[config.mk]
export PLATFORM = sky130hd
export DESIGN_NAME = ypcb_norm
export DESIGN_NICKNAME = d
export VERILOG_FILES = /design/src/rtl/core/ypcb_pkg.sv /design/src/rtl/core/ypcb_norm.sv
export SDC_FILE = /design/constraint.sdc
export NUM_CORES = 2
export LEC_CHECK = 0
export ABC_AREA = 1
export BUFFER_PORTS_ARGS = -buffer_cell sky130_fd_sc_hd__buf_2
export CAP_MARGIN = 20
export CORE_MARGIN = 3
export CORE_UTILIZATION = 48
export DETAILED_ROUTE_END_ITERATION = 8
export PLACE_DENSITY = 0.66
export SLEW_MARGIN = 10
export SYNTH_ARGS = -nofsm -noshare
export SYNTH_HDL_FRONTEND = slang
export SYNTH_SLANG_ARGS = --single-unit
[constraint.sdc]
create_clock -name clk -period 8.86 [get_ports clk]
set_input_delay 2.215 -clock clk [delete_from_list [all_inputs] [get_ports clk]]
set_output_delay 2.215 -clock clk [all_outputs]
set_load 0.02 [all_outputs]
[src/rtl/core/ypcb_pkg.sv]
package ypcb_pkg;

	localparam int CordicSteps = 16;
	localparam int VecFracBits = 14;
	localparam int StepW = 5;

	localparam logic signed [16:0] YawHalf = 17'sd23040;
	localparam logic signed [16:0] YawSpan = 17'sd46080;
	localparam logic signed [15:0] PitchLim = 16'sd11392;
	localparam logic signed [34:0] Deg90 = 35'sd5898240;
	localparam logic signed [34:0] Deg180 = 35'sd11796480;
	localparam logic signed [33:0] QOne = 34'sd1073741824;

	localparam logic [2:0] RegMoveSpeed = 3'd0;
	localparam logic [2:0] RegTurnSpeed = 3'd1;
	localparam logic [2:0] RegUpX = 3'd2;
	localparam logic [2:0] RegUpY = 3'd3;
	localparam logic [2:0] RegUpZ = 3'd4;
	localparam logic [2:0] RegStartYaw = 3'd5;
	localparam logic [2:0] RegStartPitch = 3'd6;

	localparam logic OpMove = 1'b0;
	localparam logic OpTurn = 1'b1;

	typedef struct packed {
		logic               op;
		logic [5:0]         key_mask;
		logic [15:0]        delta_time;
		logic signed [15:0] turn_x;
		logic signed [15:0] turn_y;
	} req_t;

	typedef struct packed {
		logic signed [31:0] pos_x;
		logic signed [31:0] pos_y;
		logic signed [31:0] pos_z;
		logic signed [15:0] fwd_x;
		logic signed [15:0] fwd_y;
		logic signed [15:0] fwd_z;
		logic signed [15:0] side_x;
		logic signed [15:0] side_y;
		logic signed [15:0] side_z;
		logic signed [15:0] upward_x;
		logic signed [15:0] upward_y;
		logic signed [15:0] upward_z;
	} rsp_t;

	function automatic logic signed [34:0] atan_entry(input logic [StepW-1:0] i);
		logic signed [34:0] r;
		unique case (i)
			5'd0: r = 35'sd2949120;
			5'd1: r = 35'sd1740967;
			5'd2: r = 35'sd919879;
			5'd3: r = 35'sd466945;
			5'd4: r = 35'sd234379;
			5'd5: r = 35'sd117304;
			5'd6: r = 35'sd58666;
			5'd7: r = 35'sd29335;
			5'd8: r = 35'sd14668;
			5'd9: r = 35'sd7334;
			5'd10: r = 35'sd3667;
			5'd11: r = 35'sd1833;
			5'd12: r = 35'sd917;
			5'd13: r = 35'sd458;
			5'd14: r = 35'sd229;
			5'd15: r = 35'sd115;
			5'd16: r = 35'sd57;
			5'd17: r = 35'sd29;
			5'd18: r = 35'sd14;
			5'd19: r = 35'sd7;
			5'd20: r = 35'sd4;
			5'd21: r = 35'sd2;
			5'd22: r = 35'sd1;
			default: r = 35'sd0;
		endcase
		return r;
	endfunction

endpackage

[src/rtl/core/ypcb_norm.sv]
module ypcb_norm import ypcb_pkg::*; (
	input  logic               clk,
	input  logic               arst_n,
	input  logic               start,
	input  logic signed [33:0] vx,
	input  logic signed [33:0] vy,
	input  logic signed [33:0] vz,
	output logic               done,
	output logic signed [15:0] ox,
	output logic signed [15:0] oy,
	output logic signed [15:0] oz
);
	typedef enum logic [4:0] {
		N_IDLE = 5'b00001, N_SQ = 5'b00010, N_ROOT = 5'b00100,
		N_DIV = 5'b01000, N_OUT = 5'b10000
	} nst_t;

	nst_t               st_q;
	logic [32:0]        mag_q [3];
	logic               sgn_q [3];
	logic [1:0]         k_q;
	logic [5:0]         cnt_q;
	logic [67:0]        acc_q;
	logic [67:0]        rem_q;
	logic [33:0]        root_q;
	logic [47:0]        num_q;
	logic [47:0]        quo_q;
	logic [34:0]        drem_q;
	logic signed [15:0] res_q [3];

	logic [65:0] sq;
	logic [69:0] trial;
	logic [69:0] rem_sh;
	logic [35:0] dtrial;
	logic [15:0] sat;

	always_comb begin
		sq = 66'(mag_q[k_q]) * 66'(mag_q[k_q]);
		rem_sh = {rem_q, acc_q[67:66]};
		trial = {34'd0, root_q, 2'b01};
		dtrial = {drem_q, num_q[47]} - {2'b0, root_q};
		sat = (quo_q > 48'd32767) ? 16'd32767 : quo_q[15:0];
	end

	assign ox = res_q[0];
	assign oy = res_q[1];
	assign oz = res_q[2];

	always_ff @(posedge clk or negedge arst_n) begin
		if (!arst_n) begin
			st_q <= N_IDLE;
			done <= 1'b0;
		end else begin
			done <= 1'b0;
			unique case (st_q)
				N_IDLE: if (start) begin
					mag_q[0] <= vx[33] ? 33'(-vx) : 33'(vx);
					mag_q[1] <= vy[33] ? 33'(-vy) : 33'(vy);
					mag_q[2] <= vz[33] ? 33'(-vz) : 33'(vz);
					sgn_q[0] <= vx[33]; sgn_q[1] <= vy[33]; sgn_q[2] <= vz[33];
					k_q <= '0; acc_q <= '0;
					st_q <= N_SQ;
				end
				N_SQ: begin
					acc_q <= acc_q + 68'(sq);
					if (k_q == 2'd2) begin
						st_q <= N_ROOT; cnt_q <= '0; rem_q <= '0; root_q <= '0;
					end else k_q <= k_q + 1'b1;
				end
				N_ROOT: begin
					// one result bit per cycle, two radicand bits
					acc_q <= acc_q << 2;
					if (rem_sh >= trial) begin
						rem_q <= 68'(rem_sh - trial);
						root_q <= {root_q[32:0], 1'b1};
					end else begin
						rem_q <= 68'(rem_sh);
						root_q <= {root_q[32:0], 1'b0};
					end
					cnt_q <= cnt_q + 1'b1;
					if (cnt_q == 6'd33) begin
						st_q <= N_DIV; k_q <= '0; cnt_q <= '0;
					end
				end
				N_DIV: begin
					if (cnt_q == 6'd0) begin
						num_q <= (48'(mag_q[k_q]) << VecFracBits) + 48'(root_q >> 1);
						quo_q <= '0; drem_q <= '0;
						cnt_q <= 6'd1;
					end else if (cnt_q <= 6'd48) begin
						num_q <= num_q << 1;
						if (!dtrial[35]) begin
							drem_q <= dtrial[34:0];
							quo_q <= {quo_q[46:0], 1'b1};
						end else begin
							drem_q <= {drem_q[33:0], num_q[47]};
							quo_q <= {quo_q[46:0], 1'b0};
						end
						cnt_q <= cnt_q + 1'b1;
					end else begin
						if (root_q == '0) res_q[k_q] <= '0;
						else res_q[k_q] <= sgn_q[k_q] ? -$signed(sat) : $signed(sat);
						cnt_q <= '0;
						if (k_q == 2'd2) st_q <= N_OUT;
						else k_q <= k_q + 1'b1;
					end
				end
				N_OUT: begin
					done <= 1'b1;
					st_q <= N_IDLE;
				end
				default: st_q <= N_IDLE;
			endcase
		end
	end
endmodule

==> qor.tcl <==
set qor(outcome) {completed}
set qor(cp-start-kind) {flop}
set qor(tightest_slew_ps) 1080
set qor(core_area_mm2) 0.128
set qor(m1WireLength_um) 75800
set qor(worstSkewPairLatency_ps) 670
set qor(timing.final.hold_violations) 0
set qor(crit_path_max_fanout) 18
set qor(die_height_um) 367
set qor(drive_gt1_frac) 0.0668
set qor(ctsRootBufferMaster) {sky130_fd_sc_hd__clkbuf_16}
set qor(most_frequently_used_flop_master_after_synthesis) {sky130_fd_sc_hd__edfxtp_1}
set qor(first_global_vias) 51900
set qor(drv_slew) 0
set qor(maxClockFrequency_mhz) 117
set qor(synth.distinct_cells) 58
set qor(route.vias.total) 49600
set qor(syn_area_mm2) 0.0625
set qor(number_of_clock_buffers_inserted_by_tritoncts) 54
set qor(port-buffer-count) 153
set qor(dp_worst_setup_slack_ps) 7.62
set qor(ys_top_cells_by_area) {sky130_fd_sc_hd__fa_1, sky130_fd_sc_hd__edfxtp_1, sky130_fd_sc_hd__inv_1}
set qor(drt.antenna.violating_nets) 0
set qor(library_cell_with_the_highest_instance_count_after_synthesis) {sky130_fd_sc_hd__inv_1}
set qor(die-area_mm2) 0.135
set qor(area_growth_syn_to_layout_pct) 8.23
set qor(tritoncts_clock_tree) {yes}
set qor(totalWireLength_um) 192000
set qor(drt_iter0_drc) 4007
set qor(worst_r2r_endpoint) {acc_q[64]$_DFFE_PP_}
set qor(syn-instance-count) 7512
set qor(synth.largest_area_cell) {sky130_fd_sc_hd__fa_1}
set qor(antennaDiodeCount) 0
set qor(max_capacitance_violation_count) 0
set qor(path_common_cell) {sky130_fd_sc_hd__fa_1}
set qor(synth-seq-cells) 467
set qor(synth_nets) 8925
set qor(drt-vias-per-instance) 5.25
set qor(mean_syn_cell_area_um2) 8.32
set qor(route.top_layer_used) {met4}
set qor(r2r_cells) 30
set qor(worst_hold_path_type) {reg -> reg}
set qor(ys_async_sr_fraction) 0.0128
set qor(setup_viol_count_final) 0
set qor(grt_pass1_wl_um) 298000
set qor(worst-setup-path-type) {reg -> reg}
set qor(holdBufCountCts) 0
set qor(synth.yosys.seq_area_share) 0.224
set qor(rows) 131
set qor(grt_util_all_layers) 0.287
set qor(count_of_flip_flops_with_a_built_in_enable_after_synthesis) 459
set qor(tns_ps) 0
set qor(cts.clk_slew.worst_paths_ps) 60
set qor(met2RoutedLength_um) 95800
set qor(cp_max_stage_cell) {sky130_fd_sc_hd__fa_1}
set qor(post-route-min-period_ps) 8570
set qor(clock_sinks) 467
set qor(floorplan.initialDensity) 0.487
set qor(routed-wl-met3_um) 11800
set qor(ioPinCount) 154
set qor(firstDrtPassIters) 7
set qor(grt.overflow.total) 0
set qor(timing.critical_path.required_ps) 9270
set qor(relSlewSlack) 0.276
set qor(final_core_util) 0.527
set qor(die_width_um) 367
set qor(wire_per_inst_um) 20.4
set qor(synth.top_cells.by_count) {sky130_fd_sc_hd__inv_1, sky130_fd_sc_hd__nand2_1, sky130_fd_sc_hd__nor2_1}
set qor(critical_path.max_stage_delay_ps) 570
set qor(yosysWarnings) 0
set qor(largest_net_degree_at_the_start_of_global_routing) 120
set qor(routabilityCongestion) 1.03
set qor(hpwl_um) 160000
set qor(clock_skew_ps) 32.2
set qor(worst_slack_ps) 290
set qor(synth.top_cell.area_share) 0.303
set qor(critical_path.endpoint) {acc_q[64]$_DFFE_PP_}
set qor(worstPathArrival_ps) 8980
set qor(design.final.nets) 9086
set qor(rrSetupSlack_ps) 290
set qor(h-tree-depth) 2
set qor(antenna_violations_before_repair) 1
set qor(cts_max_path_buffers) 3
set qor(hold_start) {num_q[13]$_DFFE_PP_}
set qor(cp-end-kind) {flop}
set qor(crit_share_post_route) 0.967
set qor(drc_errors) 0
## critical path, delay by kind of cell (launching register included)
kind                       cells  cell delay (ps)
adders and majority gates      9             4520
DFF                            1              400
AOI/OAI and AO/OA              6             1440
buffers and inverters          8             1150
and+or+nand+nor                7              780
## worst min path at each step
stage                                      to  slack [ps]  depth (start not counted)
after floorplan                done$_DFF_PN0_         480                          2
after global placement    num_q[40]$_DFFE_PP_         500                          2
after detailed placement  num_q[45]$_DFFE_PP_         510                          2
after CTS                 num_q[45]$_DFFE_PP_         520                          2
after global routing      num_q[14]$_DFFE_PP_         550                          2
final                     num_q[14]$_DFFE_PP_         520                          2
## registers in the layout (all words and copies together), names as in the netlist, named ones only
register	cells
acc_q	68
k_q	2
quo_q	48
drem_q	35
sgn_q	3
res_q	48
root_q	34
rem_q	68
num_q	48
cnt_q	6
st_q	5
done	1
mag_q	99
## per-layer routing
layer / vias up / track usage
li1: 23200 / -
met1: 24400 / 0.359
met2: 1577 / 0.500
met3: 465 / 0.0379
met4: 0 / 0.119
met5: - / 0
## logic make-up (layout without fill, tap and decap cells)
kind of cell	count (synthesis)	in the layout	share of synthesized area
compound gates	786	786	0.0713
fa+ha+maj	1308	1308	0.376
flops	467	467	0.224
buf+inv	2002	2209	0.124
simple gates	2760	2760	0.179
xor+xnor	189	189	0.0265
## per-stage QoR
step           cell area, µm²  hold slack, ps  instances
4_1_cts                 67500             524       9442
6_report                67600             521       9448
5_1_grt                 67600             545       9448
3_3_place_gp            65600             502       9340
2_1_floorplan           62500             483       7512
3_5_place_dp            65600             510       9340
## repair_timing
action,in CTS,in global routing
buffers inserted,0,3
resized for setup,1,33
gates cloned,0,0
setup endpoints to repair,1,29
## cells in the final DEF, fill, tap and decap left out, types with 13 or more instances in the layout
cell,n
sky130_fd_sc_hd__nor3_1,74
sky130_fd_sc_hd__o211ai_1,31
sky130_fd_sc_hd__inv_1,1796
sky130_fd_sc_hd__nand3_1,188
sky130_fd_sc_hd__nor2_1,1069
sky130_fd_sc_hd__nand3b_1,24
sky130_fd_sc_hd__clkinv_1,13
sky130_fd_sc_hd__o21ai_0,313
sky130_fd_sc_hd__o21ai_1,13
sky130_fd_sc_hd__xnor2_1,88
sky130_fd_sc_hd__buf_4,111
sky130_fd_sc_hd__o21ai_4,14
sky130_fd_sc_hd__nand2_1,1247
sky130_fd_sc_hd__inv_2,20
sky130_fd_sc_hd__ha_1,363
sky130_fd_sc_hd__or2_2,34
sky130_fd_sc_hd__fa_1,945
sky130_fd_sc_hd__nor2_2,31
sky130_fd_sc_hd__xor2_1,101
sky130_fd_sc_hd__edfxtp_1,459
sky130_fd_sc_hd__a21oi_1,296
sky130_fd_sc_hd__a31oi_1,13
sky130_fd_sc_hd__o21bai_1,24
sky130_fd_sc_hd__buf_2,153
sky130_fd_sc_hd__nor4_1,19
sky130_fd_sc_hd__a21boi_0,15
sky130_fd_sc_hd__clkbuf_16,54
sky130_fd_sc_hd__o21ai_2,18
sky130_fd_sc_hd__nand4_1,40
## area by class of cell
class                           count  area (µm²)
Timing Repair Buffer              275        1820
Clock buffer                       65        1410
Inverter                         1832        6910
Fill cell                       12300       60700
Multi-Input combinational cell   5043       40900
Clock inverter                     37         464
Sequential cell                   467       14000
Tap cell                         1729        2160
Power is left out: the tool's default activity adds up to more than one toggle a clock period on the data nets, which glitch-free logic cannot reach.
